### src/design/imh_ram.sv
// Generic single-write, single-read RAM with registered read data.
// No dependencies.
`timescale 1ns / 1ps
module imh_ram #(
    parameter int WIDTH = 8,
    parameter int DEPTH = 256
) (
    input  logic                     clk,
    input  logic                     we,
    input  logic [$clog2(DEPTH)-1:0] waddr,
    input  logic [WIDTH-1:0]         wdata,
    input  logic [$clog2(DEPTH)-1:0] raddr,
    output logic [WIDTH-1:0]         rdata
);
    logic [WIDTH-1:0] mem [DEPTH];

    // write port and registered read port
    always_ff @(posedge clk)
    begin
        if (we)
        begin
            mem[waddr] <= wdata;
        end
        rdata <= mem[raddr];
    end
endmodule

### config.mk
export PLATFORM = sky130hd
export DESIGN_NAME = imh_ram
export DESIGN_NICKNAME = d
export VERILOG_FILES = /design/src/design/imh_ram.sv
export SDC_FILE = /design/constraint.sdc
export NUM_CORES = 2
export LEC_CHECK = 0
export ABC_AREA = 1
export BUFFER_PORTS_ARGS = -buffer_cell sky130_fd_sc_hd__buf_2
export CAP_MARGIN = 20
export CELL_PAD_IN_SITES_DETAIL_PLACEMENT = 0
export CELL_PAD_IN_SITES_GLOBAL_PLACEMENT = 1
export CORE_UTILIZATION = 47
export DETAILED_ROUTE_END_ITERATION = 8
export GPL_ROUTABILITY_DRIVEN = 0
export PLACE_DENSITY_LB_ADDON = 0.1
export RECOVER_POWER = 100
export SLEW_MARGIN = 5
export SYNTH_ARGS = -nofsm -noshare
export SYNTH_HDL_FRONTEND = slang
export SYNTH_SLANG_ARGS = --single-unit
### constraint.sdc
create_clock -name clk -period 2 [get_ports clk]
set_input_delay 0.4 -clock clk [delete_from_list [all_inputs] [get_ports clk]]
set_output_delay 0.4 -clock clk [all_outputs]
set_load 0.03 [all_outputs]
==> results.md <==
- Status: completed
- Avg WL per Cell: 24.7 um
- Core area: 176,000 um2
- Nets@finish: 7,538
- Tcrit/Tclk final: 99.7%
- Starting Density: 47.4%
- Min Tclk post-route: 1.99 ns
- Critical Path Max Stage Delay: 0.35 ns
- Worst r2r src: mem[239][6]$_DFFE_PP_
- Worst hold path startpoint: raddr[6]
- IO buf count: 33
- Combinational power share: 6.9%
- DR iter-0 viols: 5,964
- Crit path required time: 2.74 ns
- Worst vdd ir: 0.951 mV
- TNS Setup: 0 ns
- Most frequent CP cell: nand3_1
- Largest net degree at the start of global routing: 89
- Flop pwr share: 51.3%
- Met3 usage: 3.92%
- P_sw: 21,200 uW
- Sequential area share after synthesis: 73.9%
- Number of synthesis warnings: 0
- Initial antenna violation count: 8
- Cell Int Power: 71,500 uW
- Met2 Track Usage GR: 44.3%
- Clock root cell: clkbuf_16
- Least-Margin Pin Slew: 1.27 ns
- Worst Hold Path EP: rdata[7]$_DFF_P_
- Final setup fails: 0
- Synth cell types: 14
- Fraction of layout instances using a drive strength above 1: 11.1%
- Synth Register Bits: 2,056
- # DRC: 0
- Worst-path cell chain: nand2_1 -> nand3_1 -> nand3_1 -> nand3_1 -> nand3_1 -> nand3_1 -> nand3_1 -> nand2_1 -> nand2_1 -> nand2_1
- DR vias: 56.0k
- Area growth from synthesis to layout: 16.5%
- Synth top area share: 73.7%
- Final slew viol count: 0
- Worst r2r dst: rdata[6]$_DFF_P_
- Max-slew headroom: 15.6%
- Crit Path Class: flip-flop to flip-flop
- Post-CTS setup buffers: 0
- Die outline height: 423 um
- Commonest cells in the netlist: nand2_1 (2,123), edfxtp_1 (2,048), nand3_1 (2,019), nor2_1 (283), buf_2 (268)
- Busiest grt layer: met2
- Clk buf depth: 3
- Clock Sinks: 2,056
- Detail Placement HPWL: 156 mm
- MaxCap Viol Count: 0
- Max Clock Freq: 0.502 GHz
- Worst setup path startpoint: mem[239][6]$_DFFE_PP_
- Post-synthesis cell area: 83,400 um2
- H-tree levels: 4
- Clk pin slew, worst setup/hold paths: 0.06 ns
- RSZ-0062 raised after global routing: no
- Hold Crit Class: input port to flip-flop
- Critical path arrival: 2.74 ns
- Post-route ant nets: 0
- Leak: 0.0344 uW
- Post-layout util: 55.2%
- Clock power share: 41.8%
- Io pins: 34
- CTS tree: built
- Gate Count Post-Synth: 7,003
- Routed WL: 247 mm
- Worst reg2reg path depth: 10
- Met1 Use GR: 39.3%
- Top_reg_cell synth: edfxtp_1
- Count leader, synth: nand2_1
- Row count: 154
- CP Max Fanout: 1
- Final hold violations: 0
- GRT Total Usage: 27.6%
- Drt via density: 5.58
- Leading area contributor after synthesis: edfxtp_1
- CP max stage cell: edfxtp_1
- Number of synthesized flops with an enable pin: 2,048
- Area contributors post-synth: edfxtp_1 (74%), nand3_1 (12%), nand2_1 (9.6%)
- CP Launch Type: flip-flop
- Sw Share: 22.9%
- Mapped Nets: 7,029
- Drt pass-1 iters: 6
- Vias in the first global route: 54.0k
- Worst setup EP type: flip-flop
- Reg2reg setup slack: 0.006 ns
- Die area: 179,000 um2
- Die Width: 423 um
- Ys async rst share: 0%
- Clk_lat worst skew: 0.88 ns
- Power per standard cell area: 954 nW/um2
- Hold path cells: 6
- Grt ovf: 0
- First-pass GRT wire length: 365 mm
- Cts bufs inserted: 213
- Layout Skew: 0.0293 ns
- Avg Cell Area, Syn: 11.9 um2
## repair_timing
action                                 4_1_cts  5_1_grt
endpoints found under the hold margin      175        0
setup endpoints to repair                    5        1
hold buffers                                 9        0
gates resized for setup                      7        1
## per-layer routing
layer | vias up | share of wire, %
met5 | - | 0
met4 | 0 | 2.6
met3 | 332 | 6.5
met2 | 1906 | 47
met1 | 27811 | 44
li1 | 25952 | -
## power groups by stage
stage | logic, uW | clock network, uW | registers (uW)
floorplan | 2930 | 0 | 48500
global placement | 6460 | 0 | 48500
detailed placement | 6490 | 0 | 48500
CTS | 6540 | 39400 | 47500
global route | 6850 | 41000 | 47500
finish | 6360 | 38800 | 47600
## cell families after synthesis
group	share of synthesized area [%]
buffers and inverters	3.12
and+or+nand+nor	22.9
DFF	73.9
## layout by cell type, fill, tap and decap left out, types with 4 or more instances in the layout
master,count
inv_16,6
nor2_1,283
edfxtp_1,2048
clkbuf_16,214
nand3_1,2018
bufinv_16,18
inv_1,34
dlygate4sd3_1,9
buf_2,15
nand2_1,2114
clkbuf_1,270
dfxtp_1,5
clkinvlp_4,4
clkinv_1,52
buf_4,235
clkinv_8,5
buf_12,135
inv_6,4
buf_6,12
nand2_2,9
clkbuf_4,17
clkinv_2,41
clkbuf_2,126
clkbuf_8,5
## critical path: cells and delay by family, from the launching register on
| family | cells | cell delay, ns |
|---|---|---|
| and+or+nand+nor | 10 | 1.53 |
| DFF | 1 | 0.35 |
## sequential cells by signal (all words and copies together) (netlist names)
register	flops
mem	2048
rdata	8
## cell type report
cell class              instances  area (um2)
well taps                    2340        2930
fillers                     15053       79000
flip-flops and latches       2056       61700
diodes                          1        2.50
multi-input cells            4425       19200
clock inverters               129        1190
repair buffers                777        6410
clock buffers                 264        5590
inverters                      39         180
## how the worst max path moves through the flow
| stage | to | slack, ns | cells past startpoint |
|---|---|---|---|
| after global placement | rdata[2]$_DFF_P_ | -0.79 | 15 |
| after CTS | rdata[4] | 0.005 | 1 |
| after global routing | rdata[7] | 0.03 | 1 |
| after floorplan | mem[162][0]$_DFFE_PP_ | 0.11 | 4 |
| final | rdata[6]$_DFF_P_ | 0.006 | 10 |
| after detailed placement | rdata[2]$_DFF_P_ | -0.72 | 15 |
## per-stage QoR
stage | power (uW) | instances | setup slack, ns | hold WS, ns | area (um2)
after floorplan | 51400 | 7003 | 0.109 | 0.499 | 83400
after global placement | 54900 | 9628 | -0.786 | 0.651 | 91900
after detailed placement | 54900 | 9628 | -0.721 | 0.651 | 91900
after CTS | 93500 | 10030 | 0.00477 | 0.127 | 98800
after global routing | 95300 | 10031 | 0.0252 | 0.172 | 97100
final | 92700 | 10031 | 0.00646 | 0.184 | 97100
No activity file was read; power rests on OpenSTA's default activity.
