## config.mk

```make
export PLATFORM = sky130hd
export DESIGN_NAME = imh_seq
export DESIGN_NICKNAME = d
export VERILOG_FILES = /design/src/design/imh_pkg.sv /design/src/design/imh_seq.sv
export SDC_FILE = /design/constraint.sdc
export NUM_CORES = 1
export LEC_CHECK = 0
export ABC_AREA = 1
export BUFFER_PORTS_ARGS = -buffer_cell sky130_fd_sc_hd__buf_4
export CORE_MARGIN = 4
export CORE_UTILIZATION = 35
export CTS_CLUSTER_DIAMETER = 120
export DETAILED_ROUTE_END_ITERATION = 10
export GPL_TIMING_DRIVEN = 0
export PLACE_DENSITY = 0.64
export SLEW_MARGIN = 20
export SYNTH_ARGS = -nofsm -noshare
export SYNTH_HDL_FRONTEND = slang
export SYNTH_SLANG_ARGS = --single-unit
```

## constraint.sdc

```tcl
create_clock -name clk -period 9.05 [get_ports clk]
set_input_delay 0.4525 -clock clk [delete_from_list [all_inputs] [get_ports clk]]
set_output_delay 0.4525 -clock clk [all_outputs]
set_load 0.05 [all_outputs]
```

## src/design/imh_pkg.sv

```systemverilog
// Package for the indexed min-heap: sizes, codes and transaction structs.
// No dependencies.
`timescale 1ns / 1ps
package imh_pkg;
    localparam int HEAP_DEPTH = 256;
    localparam int ID_SPACE   = 256;
    localparam int SLOT_W     = $clog2(HEAP_DEPTH);
    localparam int ID_W       = $clog2(ID_SPACE);
    localparam int CNT_W      = SLOT_W + 1;
    localparam int CHILD_W    = SLOT_W + 2;
    localparam int KEY_W      = 32;

    localparam logic [1:0] OP_INSERT = 2'd0;
    localparam logic [1:0] OP_DELETE = 2'd1;
    localparam logic [1:0] OP_REKEY  = 2'd2;

    localparam logic [1:0] ST_OK       = 2'd0;
    localparam logic [1:0] ST_FULL     = 2'd1;
    localparam logic [1:0] ST_BAD_SLOT = 2'd2;

    typedef struct packed {
        logic        [1:0]  operation;
        logic        [7:0]  position;
        logic signed [31:0] key;
        logic        [7:0]  item_id;
    } imh_in_t;

    typedef struct packed {
        logic signed [31:0] min_key;
        logic        [7:0]  min_id;
        logic        [8:0]  entry_total;
        logic        [7:0]  final_slot;
        logic        [1:0]  status;
    } imh_out_t;

    typedef struct packed {
        logic signed [KEY_W-1:0] key;
        logic        [ID_W-1:0]  id;
    } heap_entry_t;

    // heap RAM access from the sequencer
    typedef struct packed {
        logic              we;
        logic [SLOT_W-1:0] waddr;
        heap_entry_t       wdata;
        logic [SLOT_W-1:0] raddr;
    } heap_port_t;

    // slot table access from the sequencer
    typedef struct packed {
        logic              we;
        logic [ID_W-1:0]   waddr;
        logic [SLOT_W-1:0] wdata;
        logic [ID_W-1:0]   raddr;
    } slot_port_t;
endpackage

```

## src/design/imh_seq.sv

```systemverilog
// Sequencer and key compare unit of the indexed min-heap: sift up and down.
// Depends on imh_pkg; drives the heap RAM and slot table ports.
`timescale 1ns / 1ps
module imh_seq
    import imh_pkg::*;
(
    input  logic        clk,
    input  logic        rst_n,
    input  logic        start,
    input  imh_in_t     cmd,
    output logic        busy,
    output logic        done,
    output imh_out_t    result,
    output heap_port_t  heap_port,
    input  heap_entry_t heap_rdata,
    output slot_port_t  slot_port,
    input  logic [SLOT_W-1:0] slot_rdata
);
    localparam logic [3:0] S_IDLE    = 4'd0;
    localparam logic [3:0] S_RD_LAST = 4'd1;
    localparam logic [3:0] S_RD_POS  = 4'd2;
    localparam logic [3:0] S_UP      = 4'd3;
    localparam logic [3:0] S_UP_CHK  = 4'd4;
    localparam logic [3:0] S_DOWN    = 4'd5;
    localparam logic [3:0] S_DN_L    = 4'd6;
    localparam logic [3:0] S_DN_R    = 4'd7;
    localparam logic [3:0] S_DN_DEC  = 4'd8;
    localparam logic [3:0] S_FINAL   = 4'd9;
    localparam logic [3:0] S_RD_SLOT = 4'd10;
    localparam logic [3:0] S_ROOT    = 4'd11;
    localparam logic [3:0] S_OUT     = 4'd12;

    logic [3:0]              state_reg, state_next;
    logic [CNT_W-1:0]        occ_reg, occ_next;
    logic [SLOT_W-1:0]       i_reg, i_next;
    logic signed [KEY_W-1:0] key_reg, key_next;
    logic [ID_W-1:0]         id_reg, id_next;
    logic                    rep_reg, rep_next;
    heap_entry_t             best_reg, best_next;
    logic [SLOT_W-1:0]       bslot_reg, bslot_next;
    logic                    bmv_reg, bmv_next;
    logic [1:0]              status_reg, status_next;
    logic                    use_slot_reg, use_slot_next;
    logic [SLOT_W-1:0]       fslot_reg, fslot_next;
    logic                    done_reg, done_next;
    imh_out_t                result_reg, result_next;

    logic [SLOT_W-1:0]  parent;
    logic [CHILD_W-1:0] left_c, right_c, len_c;
    logic [CNT_W-1:0]   last;

    assign parent  = (i_reg - SLOT_W'(1)) >> 1;
    assign left_c  = {1'b0, i_reg, 1'b1};
    assign right_c = left_c + CHILD_W'(1);
    assign len_c   = CHILD_W'(occ_reg);
    assign last    = occ_reg - CNT_W'(1);

    assign busy   = (state_reg != S_IDLE);
    assign done   = done_reg;
    assign result = result_reg;

    // next-state and datapath control
    always_comb
    begin
        state_next    = state_reg;
        occ_next      = occ_reg;
        i_next        = i_reg;
        key_next      = key_reg;
        id_next       = id_reg;
        rep_next      = rep_reg;
        best_next     = best_reg;
        bslot_next    = bslot_reg;
        bmv_next      = bmv_reg;
        status_next   = status_reg;
        use_slot_next = use_slot_reg;
        fslot_next    = fslot_reg;
        done_next     = 1'b0;
        result_next   = result_reg;
        heap_port     = '0;
        slot_port     = '0;
        slot_port.raddr = id_reg;

        unique case (state_reg)
            S_IDLE:
            begin
                heap_port.raddr = (cmd.operation == OP_DELETE) ? last[SLOT_W-1:0]
                                                               : cmd.position;
                if (start)
                begin
                    status_next   = ST_OK;
                    use_slot_next = 1'b0;
                    fslot_next    = '0;
                    key_next      = cmd.key;
                    id_next       = cmd.item_id;
                    i_next        = cmd.position;
                    rep_next      = 1'b1;
                    priority if (cmd.operation == OP_INSERT)
                    begin
                        if (occ_reg == CNT_W'(HEAP_DEPTH))
                        begin
                            status_next = ST_FULL;
                            state_next  = S_ROOT;
                        end
                        else
                        begin
                            i_next        = occ_reg[SLOT_W-1:0];
                            occ_next      = occ_reg + CNT_W'(1);
                            rep_next      = 1'b0;
                            use_slot_next = 1'b1;
                            state_next    = S_UP;
                        end
                    end
                    else if (cmd.operation == OP_DELETE || cmd.operation == OP_REKEY)
                    begin
                        if (CNT_W'(cmd.position) >= occ_reg)
                        begin
                            status_next = ST_BAD_SLOT;
                            state_next  = S_ROOT;
                        end
                        else if (cmd.operation == OP_DELETE)
                        begin
                            occ_next = last;
                            if (CNT_W'(cmd.position) == last)
                            begin
                                state_next = S_ROOT;
                            end
                            else
                            begin
                                use_slot_next = 1'b1;
                                state_next    = S_RD_LAST;
                            end
                        end
                        else
                        begin
                            use_slot_next = 1'b1;
                            state_next    = S_RD_POS;
                        end
                    end
                    else
                    begin
                        state_next = S_ROOT;
                    end
                end
            end
            S_RD_LAST:
            begin
                key_next   = heap_rdata.key;
                id_next    = heap_rdata.id;
                state_next = S_UP;
            end
            S_RD_POS:
            begin
                id_next    = heap_rdata.id;
                state_next = S_UP;
            end
            // fetch parent, or at the root leave sift up
            S_UP:
            begin
                heap_port.raddr = parent;
                if (i_reg == '0)
                begin
                    state_next = rep_reg ? S_DOWN : S_FINAL;
                end
                else
                begin
                    state_next = S_UP_CHK;
                end
            end
            // parent larger: pull it down one level
            S_UP_CHK:
            begin
                if (heap_rdata.key > key_reg)
                begin
                    heap_port.we    = 1'b1;
                    heap_port.waddr = i_reg;
                    heap_port.wdata = heap_rdata;
                    slot_port.we    = 1'b1;
                    slot_port.waddr = heap_rdata.id;
                    slot_port.wdata = i_reg;
                    i_next          = parent;
                    rep_next        = 1'b0;
                    state_next      = S_UP;
                end
                else
                begin
                    state_next = rep_reg ? S_DOWN : S_FINAL;
                end
            end
            S_DOWN:
            begin
                heap_port.raddr = left_c[SLOT_W-1:0];
                state_next      = (left_c < len_c) ? S_DN_L : S_FINAL;
            end
            // left child against moving key
            S_DN_L:
            begin
                heap_port.raddr = right_c[SLOT_W-1:0];
                if (heap_rdata.key < key_reg)
                begin
                    best_next  = heap_rdata;
                    bslot_next = left_c[SLOT_W-1:0];
                    bmv_next   = 1'b1;
                end
                else
                begin
                    best_next.key = key_reg;
                    best_next.id  = id_reg;
                    bmv_next      = 1'b0;
                end
                state_next = (right_c < len_c) ? S_DN_R : S_DN_DEC;
            end
            // right child against the best so far
            S_DN_R:
            begin
                if (heap_rdata.key < best_reg.key)
                begin
                    best_next  = heap_rdata;
                    bslot_next = right_c[SLOT_W-1:0];
                    bmv_next   = 1'b1;
                end
                state_next = S_DN_DEC;
            end
            S_DN_DEC:
            begin
                if (bmv_reg)
                begin
                    heap_port.we    = 1'b1;
                    heap_port.waddr = i_reg;
                    heap_port.wdata = best_reg;
                    slot_port.we    = 1'b1;
                    slot_port.waddr = best_reg.id;
                    slot_port.wdata = i_reg;
                    i_next          = bslot_reg;
                    state_next      = S_DOWN;
                end
                else
                begin
                    state_next = S_FINAL;
                end
            end
            // place the moving entry
            S_FINAL:
            begin
                heap_port.we        = 1'b1;
                heap_port.waddr     = i_reg;
                heap_port.wdata.key = key_reg;
                heap_port.wdata.id  = id_reg;
                slot_port.we        = 1'b1;
                slot_port.waddr     = id_reg;
                slot_port.wdata     = i_reg;
                state_next          = S_RD_SLOT;
            end
            S_RD_SLOT:
            begin
                state_next = S_ROOT;
            end
            // capture final slot from the table, fetch root
            S_ROOT:
            begin
                heap_port.raddr = '0;
                if (use_slot_reg)
                begin
                    fslot_next = slot_rdata;
                end
                state_next = S_OUT;
            end
            S_OUT:
            begin
                if (occ_reg != '0)
                begin
                    result_next.min_key = heap_rdata.key;
                    result_next.min_id  = heap_rdata.id;
                end
                else
                begin
                    result_next.min_key = '0;
                    result_next.min_id  = '0;
                end
                result_next.entry_total = occ_reg;
                result_next.final_slot  = fslot_reg;
                result_next.status      = status_reg;
                done_next               = 1'b1;
                state_next              = S_IDLE;
            end
            default:
            begin
                state_next = S_IDLE;
            end
        endcase
    end

    // control registers
    always_ff @(posedge clk or negedge rst_n)
    begin
        if (!rst_n)
        begin
            state_reg <= S_IDLE;
            occ_reg   <= '0;
            done_reg  <= 1'b0;
        end
        else
        begin
            state_reg <= state_next;
            occ_reg   <= occ_next;
            done_reg  <= done_next;
        end
    end

    // payload registers
    always_ff @(posedge clk)
    begin
        i_reg        <= i_next;
        key_reg      <= key_next;
        id_reg       <= id_next;
        rep_reg      <= rep_next;
        best_reg     <= best_next;
        bslot_reg    <= bslot_next;
        bmv_reg      <= bmv_next;
        status_reg   <= status_next;
        use_slot_reg <= use_slot_next;
        fslot_reg    <= fslot_next;
        result_reg   <= result_next;
    end
endmodule

```

==> results.yml, run 1 <==
status:
  outcome: "complete, no violations"
timing:
  final.setup.worst_slack_ns: 5.272
  fmax_mhz: 264.7
  slew_headroom_pct: 30.30
  tightestPinTransition_ns: 1.045
  hold_ws_ns: 0.2947
  fin_crit_ns: 3.778
  rsz0062_at_grt: "no"
  finalMaxSlewViolations: 0
  period_share_pct: 41.74
  tns_ns: 0
  timing_hold_violations_final: 0
  finalClockSkew_ns: 0.01067
  setup_viol: 0
placement:
  gp_congestion: 0.9298
  dp_slack_ns: 5.751
  hpwl_mm: 29.70
  io_buffer_count: 243
worst_setup_path:
  cp_slowest_cell: "nor2_2"
  cpLargestDelayFamily: "buffers and inverters"
  cpPeakStageDelay_ns: 0.55
  worst-endpoint-arrival_ns: 3.33
  critical_path_class: "flop to output port"
  worstPathRequired_ns: 8.60
  path_cells: "inv_1 > nor2_1 > inv_1 > nor2_2 > inv_1 > clkbuf_1 > o22ai_1 > o21bai_1 > buf_4"
  cp_max_fo: 10
  crit_top_cell: "inv_1"
  crit_buf_inv: 5
  start_kind: "flop"
  r2r_setup_slack_ns: 6.03
  cp-end-kind: "output port"
logic_synthesis:
  yosys_warnings: 0
  syn-cell-area_mm2: 0.01175
  synth.avg_cell_area_um2: 8.743
  yosysSeqAreaShare_pct: 45.92
  synth_nets: 1539
  synthFlopType: "edfxtp_1"
  yosysTopAreaCell: "edfxtp_1"
  synth_edf_count: 168
  synth.top_cells.by_area: "edfxtp_1 43%, ha_1 10%, nand2_1 9.7%"
  yosysTopAreaCellShare_pct: 42.93
  syn_inst: 1344
  ys_types: 50
  synthArstFlopShare_pct: 7.692
  synth_seq_cells: 182
floorplan:
  io_pins: 244
  initial_core_util_pct: 35.75
  die_width_um: 191.2
  dieArea_mm2: 0.03657
  num_rows: 66
  fp.coreArea_mm2: 0.03287
  chipHeight_um: 191.2
route:
  routed_via_density: 5.123
  first_pass_iters: 6
  routed-via-count: 10610
  drc: 0
  dr.first_iter.drc_count: 1032
  antenna_left: 0
  routed_wl_mm: 38.66
  post_drt_wl_per_cell_um: 18.67
hold_path:
  hold_path.class: "input pin to flop"
clocking:
  h-tree-depth: 4
  cts-resized-gates: 0
  clk_path_buf_depth: 2
  hold_buffers: 1
  cts_buffers: 17
  cts_tree: "yes"
  clk_pin_slew_ns: 0.07
  clock_latency_ns: 0.44
  root_buffer: "clkbuf_16"
  clock_sinks: 182
  postCtsSetupBuffers: 0
final_layout:
  utilization_pct: 45.23
  final_common_cell: "nand2_1"
  layout_common_cells: "302 x nand2_1, 265 x buf_4, 183 x inv_1"
  num-nets-final: 1811
  largest_reg_flops: 59
  diodes: 0
  layout-area-overhead-vs-synth_pct: 26.51
  final_layout_size_suffix_gt1_share_pct: 23.45
grt:
  grt_pass1_wl_mm: 58.28
  antenna_found_initial: 0
  grt-ovfl-total: 0
  grt_max_degree: 23
  grt_pass1_vias: 10183
  grtUsageTotal_pct: 20.76
pwr:
  vdd.ir_drop.worst_mv: 0.2834
  p_leak_nw: 6.874
  power_density_mw_per_mm2: 325.8
  power_mw: 4.843
job:
  max_cap_violations: 0
==> routing by layer <==
metal,vias to the layer above,share of wire [%],global-route usage (%)
li1,5093,-,-
met5,-,0,0
met1,5020,43,27.83
met3,48,7.3,3.671
met2,449,47,34.84
met4,0,1.9,5.359
==> path summary, 6_finish.rpt <==
path	from	to	cells after the start
worst max-delay path	state_reg[3]	heap_port[40]	9
worst min-delay path	start	state_reg[0]	3
worst max register to register	key_reg[19]	bslot_reg[2]	10
worst min register to register	fslot_reg[3]	result[5]	0
max in group asynchronous	rst_n	occ_reg[0]	2
min in group asynchronous	rst_n	done	2
==> tightest hold or removal path, stage by stage <==
cell and delay (ns):
buf_4 0.09, nor2_1 0.06, nor2_1 0.10
==> stage by stage <==
stage / area, um^2 / cells
after floorplan: 11750 / 1344
after global placement: 14130 / 2029
after detailed placement: 14260 / 2038
after CTS: 14870 / 2071
after global routing: 14870 / 2071
final: 14870 / 2071
==> final cells by class <==
class                   instances  area, um^2
repair buffers                253        1953
clock buffers                  18       429.2
clock inverters                14       167.7
fillers                      3275       18000
multi-input cells             907        5274
inverters                     197       739.5
flip-flops and latches        182        5395
plain buffers                  58       354.1
well taps                     442       553.0
==> logic make-up after synthesis <==
logic type                 Yosys count  share of synthesized area (%)
AOI/OAI and AO/OA                  276                          14.80
xor gates and xnor gates            14                          1.044
adders and majority gates           94                          10.01
buffers and inverters              255                          9.307
DFF                                182                          45.92
and+or+nand+nor                    523                          18.92
==> where the power goes <==
part / internal [mW] / switching [mW]
logic: 0.803 / 1.84
registers: 1.27 / 0.156
clock network: 0.416 / 0.357
total: 2.49 / 2.35
==> cells in the mapped netlist, types with 2 or more instances <==
master	count
o2111ai_1	6
a221o_1	2
o21ai_0	107
nand3b_1	5
nor2_4	4
clkinv_1	3
clkbuf_1	23
o21bai_1	16
nand2_1	303
a21o_1	4
nand2_2	5
ha_1	94
edfxtp_1	168
o21a_1	5
dfrtp_1	14
inv_2	10
nand3_2	2
o22ai_1	16
buf_4	18
nand4_1	18
buf_2	8
a21oi_1	63
nor3_1	8
nand3_1	41
nor2_2	5
inv_1	184
o211ai_2	25
xor2_1	13
buf_6	6
o211ai_1	8
clkbuf_2	2
nor2_1	125
o21ai_1	16
No activity file was read; power rests on OpenSTA's default activity.
==> inputs of run 2 (changes only) <==
--- a/config.mk
+++ b/config.mk
@@ -12,7 +12,7 @@
 export CTS_CLUSTER_DIAMETER = 120
 export DETAILED_ROUTE_END_ITERATION = 10
 export GPL_TIMING_DRIVEN = 0
-export PLACE_DENSITY = 0.64
+export PLACE_DENSITY = 0.66
 export SLEW_MARGIN = 20
 export SYNTH_ARGS = -nofsm -noshare
 export SYNTH_HDL_FRONTEND = slang
==> constraint.sdc (replaced) <==
create_clock -name clk -period 3.3 [get_ports clk]
set_input_delay 0.165 -clock clk [delete_from_list [all_inputs] [get_ports clk]]
set_output_delay 0.165 -clock clk [all_outputs]
set_load 0.05 [all_outputs]
==> run 2 against run 1 <==
Cell count up 0.92%; cell area grew 3.7%; sequential power increased to 2.7 times the previous value; combinational power grew to 2.9 times the previous value; count of clock-buffer cells in the layout decreased by 1; global-route usage is 0.21 points lower; critical path type unchanged; largest power group unchanged; highest routed layer unchanged.
==> results.yml, run 2 (same netlist as run 1, synthesis figures left out) <==
grt:
  grt_pass1_vias: 10339
  antenna_found_initial: 0
  grt-ovfl-total: 0
  grt_max_degree: 33
  grt_pass1_wl_mm: 58.07
  grtUsageTotal_pct: 20.55
final_layout:
  diodes: 0
  utilization_pct: 46.89
  layout-area-overhead-vs-synth_pct: 31.15
  fill_cells: 3219
  layout_common_cells: "293 x nand2_1, 266 x buf_4, 168 x edfxtp_1"
  num-nets-final: 1830
  stdcell_count: 2090
  final_layout_size_suffix_gt1_share_pct: 27.06
  largest_reg_flops: 59
  final_common_cell: "nand2_1"
placement:
  hpwl_mm: 29.33
  gp_congestion: 0.9629
  io_buffer_count: 243
  dp_cells: 2035
route:
  drc: 0
  dr.first_iter.drc_count: 885
  routed_wl_mm: 38.60
  post_drt_wl_per_cell_um: 18.47
  first_pass_iters: 8
  antenna_left: 0
  routed-via-count: 10646
  routed_via_density: 5.094
timing:
  fmax_mhz: 310.2
  finalClockSkew_ns: 0.01503
  finalMaxSlewViolations: 0
  setup_viol: 0
  tightestPinTransition_ns: 0.9232
  timing_hold_violations_final: 0
  slew_headroom_pct: 38.46
  period_share_pct: 97.68
  fin_crit_ns: 3.223
pwr:
  power_density_mw_per_mm2: 890.5
  p_leak_nw: 7.026
  vdd.ir_drop.worst_mv: 0.6336
floorplan:
  dieArea_mm2: 0.03657
  num_rows: 66
  chipHeight_um: 191.2
  die_width_um: 191.2
  io_pins: 244
  initial_core_util_pct: 35.75
  fp.coreArea_mm2: 0.03287
worst_setup_path:
  worst-endpoint-arrival_ns: 3.06
  path_cells: "inv_2 > ha_4 > nand2_2 > nor2_4 > nand2_4 > nor4_4 > nand2_4 > nand3_4 > nand4_4 > buf_12 > buf_12 > o211ai_2 > buf_4 > buf_6"
  worstPathRequired_ns: 3.13
  cp_max_fo: 7
  cpPeakStageDelay_ns: 0.39
  cp_slowest_cell: "edfxtp_1"
  start_kind: "flop"
  critical_path_class: "flop to output port"
  cp-end-kind: "output port"
clocking:
  h-tree-depth: 4
  clk_pin_slew_ns: 0.07
  cts_buffers: 17
  clk_path_buf_depth: 2
  clock_latency_ns: 0.44
  root_buffer: "clkbuf_16"
  cts_tree: "yes"
  clock_sinks: 182
job:
  max_cap_violations: 0
status:
  outcome: "complete, no violations"
hold_path:
  hold_path.class: "input pin to flop"
[run 2: cell count changes in the layout (fill, tap and decap cells not counted), sizes merged]
cell,delta
clkbuf,-1
clkinv,-1
bufinv,+1
buf,+13
inv,+1
dlygate4sd3,+6
[run 2: repair_timing]
action,in CTS,in global routing
hold buffers,7,0
endpoints found under the hold margin,20,0
buffers inserted,3,14
resized for setup,6,74
endpoints found under the setup margin,22,64
gates cloned,0,0
pin swaps,1,27
[run 2: final timing paths]
kind                                   start  slack, ns       endpoint  cells past startpoint
worst max-delay path             key_reg[25]       0.08  slot_port[17]                     14
worst min-delay path                 cmd[23]       0.01    key_reg[15]                      3
worst max register to register   key_reg[25]       0.36   bslot_reg[1]                     13
worst min register to register  fslot_reg[0]       0.42      result[2]                      0
max in group asynchronous              rst_n       2.99     occ_reg[2]                      2
min in group asynchronous              rst_n       0.13   state_reg[0]                      2
[run 2: report_power, final]
part / total (mW) / switching [mW] / leakage [nW] / internal (mW)
clock network: 2.20 / 0.986 / 0.298 / 1.22
registers: 3.93 / 0.441 / 1.71 / 3.49
logic: 7.59 / 5.17 / 5.02 / 2.42
[run 2: metal layers]
| metal | vias to the layer above | global-route usage (%) | routed length, um |
|---|---|---|---|
| met2 | 409 | 34.39 | 18470 |
| li1 | 5112 | - | - |
| met4 | 0 | 5.773 | 857 |
| met5 | - | 0 | 0 |
| met3 | 50 | 3.378 | 2686 |
| met1 | 5075 | 27.60 | 16590 |
[run 2: cell type report]
class	instances	area, um^2	area share, %
buffer	58	366.6	2.379
clock buffer	17	425.4	2.761
clock inverter	15	191.4	1.242
inverter	197	742.0	4.815
multi-input combinational	907	5555	36.05
sequential	182	5395	35.01
tap	442	553.0	3.589
timing repair buffer	272	2181	14.15
[run 2: critical path, delay by kind of cell, from the launching register on]
kind | cells | cell delay [ns]
compound gates | 1 | 0.21
fa+ha+maj | 1 | 0.27
buf+inv | 5 | 0.71
flops | 1 | 0.39
simple gates | 7 | 1.03
[run 2: stage by stage]
stage               setup slack [ns]  area, um^2  setup TNS [ns]  total power [mW]  hold WS, ns
global placement             -0.1263       14140          -11.25             10.94      0.03015
CTS                         0.002692       15020               0             13.40     0.004782
finish                       0.07658       15410               0             13.72      0.01419
floorplan                     0.1480       11760               0             8.773      -0.1306
global route                -0.04447       15410         -0.2798             14.63      0.01785
detailed placement            0.3880       14250               0             11.12      0.03474
==> inputs of run 3 (changes only) <==
--- a/config.mk
+++ b/config.mk
@@ -7,12 +7,14 @@
 export LEC_CHECK = 0
 export ABC_AREA = 1
 export BUFFER_PORTS_ARGS = -buffer_cell sky130_fd_sc_hd__buf_4
+export CELL_PAD_IN_SITES_DETAIL_PLACEMENT = 0
+export CELL_PAD_IN_SITES_GLOBAL_PLACEMENT = 1
 export CORE_MARGIN = 4
 export CORE_UTILIZATION = 35
 export CTS_CLUSTER_DIAMETER = 120
 export DETAILED_ROUTE_END_ITERATION = 10
 export GPL_TIMING_DRIVEN = 0
-export PLACE_DENSITY = 0.66
+export PLACE_DENSITY = 0.82
 export SLEW_MARGIN = 20
 export SYNTH_ARGS = -nofsm -noshare
 export SYNTH_HDL_FRONTEND = slang
==> run 3 against run 2 <==
Global-route usage is 0.058 points higher; first-iteration DRC count is 9.7% lower; clock power is 7% lower; largest power group unchanged.
==> results.yml, run 3 (same netlist as run 1, synthesis figures left out) <==
grt:
  grt_pass1_vias: 10087
  grt_max_degree: 28
  grt_pass1_wl_mm: 57.62
  grt-ovfl-total: 0
  grtUsageTotal_pct: 20.61
  antenna_found_initial: 0
pwr:
  vdd.ir_drop.worst_mv: 0.5898
  p_leak_nw: 6.980
  swShare_pct: 49.08
  power_mw: 13.34
  clkPwrFrac_pct: 15.3
  power_density_mw_per_mm2: 880.9
  sequentialPowerShare_pct: 29.4
  combinationalPowerShare_pct: 55.3
  power.internal_mw: 6.793
  p_switching_mw: 6.549
timing:
  rsz0062_at_grt: "yes"
  slew_headroom_pct: 40.26
  tns_ns: 0
  finalClockSkew_ns: 0.009856
  finalMaxSlewViolations: 0
  hold_ws_ns: 0.01927
  period_share_pct: 95.87
  fin_crit_ns: 3.164
  tightestPinTransition_ns: 0.8961
  setup_viol: 0
  final.setup.worst_slack_ns: 0.1361
  timing_hold_violations_final: 0
  fmax_mhz: 316.1
clocking:
  clk_pin_slew_ns: 0.07
  cts_buffers: 17
  clock_sinks: 182
  clock_latency_ns: 0.44
  root_buffer: "clkbuf_16"
  cts_tree: "yes"
  h-tree-depth: 4
  clk_path_buf_depth: 2
hold_path:
  min_from: "cmd[12]"
  hold_depth: 3
  hold_path.class: "input pin to flop"
  holdPathEnd: "key_reg[4]"
status:
  outcome: "complete, no violations"
placement:
  hpwl_mm: 29.83
  dp_slack_ns: 0.3925
  io_buffer_count: 243
  gp_congestion: 0.9260
worst_setup_path:
  cp-end-kind: "output port"
  worst-endpoint-arrival_ns: 3.00
  cp_max_fo: 7
  start_kind: "flop"
  r2r_end: "result[19]"
  r2r_cells: 8
  critical_path_class: "flop to output port"
  r2r_setup_slack_ns: 0.48
  crit_start: "key_reg[19]"
  worstPathRequired_ns: 3.13
  rr_startpoint: "occ_reg[0]"
final_layout:
  largest_reg_flops: 59
  layout.area.seq_mm2: 0.005395
  final_common_cell: "nand2_1"
  layout_common_cells: "299 x nand2_1, 259 x buf_4, 182 x inv_1"
  fill_cells: 3238
  layout-area-overhead-vs-synth_pct: 28.90
  final_layout_size_suffix_gt1_share_pct: 24.24
  utilization_pct: 46.08
  num-nets-final: 1828
  diodes: 0
  multi_input_area_mm2: 0.005350
route:
  first_pass_iters: 5
  dr.first_iter.drc_count: 799
  routed_wl_mm: 38.75
  post_drt_wl_per_cell_um: 18.56
  routed_via_density: 5.027
  antenna_left: 0
  drc: 0
  routed-via-count: 10496
floorplan:
  fp.coreArea_mm2: 0.03287
  num_rows: 66
  dieArea_mm2: 0.03657
  initial_core_util_pct: 35.75
  io_pins: 244
  die_width_um: 191.2
  chipHeight_um: 191.2
job:
  max_cap_violations: 0
run 3: metal layers:
layer	routed length [um]	share of wire, %	vias to the layer above	track usage [%]
met4	845	2.2	0	5.912
li1	-	-	5112	-
met3	2481	6.4	50	3.598
met1	16730	43	4974	27.20
met2	18690	48	360	34.84
met5	0	0	-	0
run 3: worst max path at each step:
stage / to
floorplan: slot_port[10]
global placement: best_reg[6]
detailed placement: bslot_reg[2]
CTS: slot_port[21]
global route: slot_port[22]
finish: heap_port[45]
run 3: through the flow:
step	std cells	cell area, um^2
global placement	2029	14140
detailed placement	2035	14250
CTS	2085	15020
global route	2088	15150
finish	2088	15150
floorplan	1344	11760
run 3: power groups by stage:
stage               registers, mW  logic, mW  clock network [mW]
floorplan                    4.12       4.65                   0
global placement             3.99       7.07                   0
detailed placement           3.96       7.25                   0
CTS                          3.92       7.31                2.08
global route                 3.99       8.09                2.16
finish                       3.92       7.38                2.04
run 3: worst max-delay path, cell delays in order, from the launching register on:
cell	delay, ns
edfxtp_1	0.37
inv_1	0.11
ha_1	0.27
a21o_1	0.20
o21ai_1	0.14
nand2_1	0.13
a21oi_4	0.20
nand2_2	0.09
nand2_4	0.09
nand4_4	0.20
buf_12	0.24
buf_12	0.13
o211ai_2	0.16
buf_4	0.23
run 3: what timing repair did:
item                       CTS  global route
setup endpoints to repair   14            58
buffers inserted             1             3
hold endpoints to repair    30             0
hold buffers                17             0
resized for setup            3            30
pin swaps                    1             3
run 3: area by class of cell:
type / count / share of cell area [%]
buffer: 58 / 2.420
clock buffer: 18 / 2.974
tap: 442 / 3.651
clock inverter: 14 / 0.8261
multi-input combinational: 907 / 35.32
inverter: 197 / 4.899
sequential: 182 / 35.62
timing repair buffer: 270 / 14.28
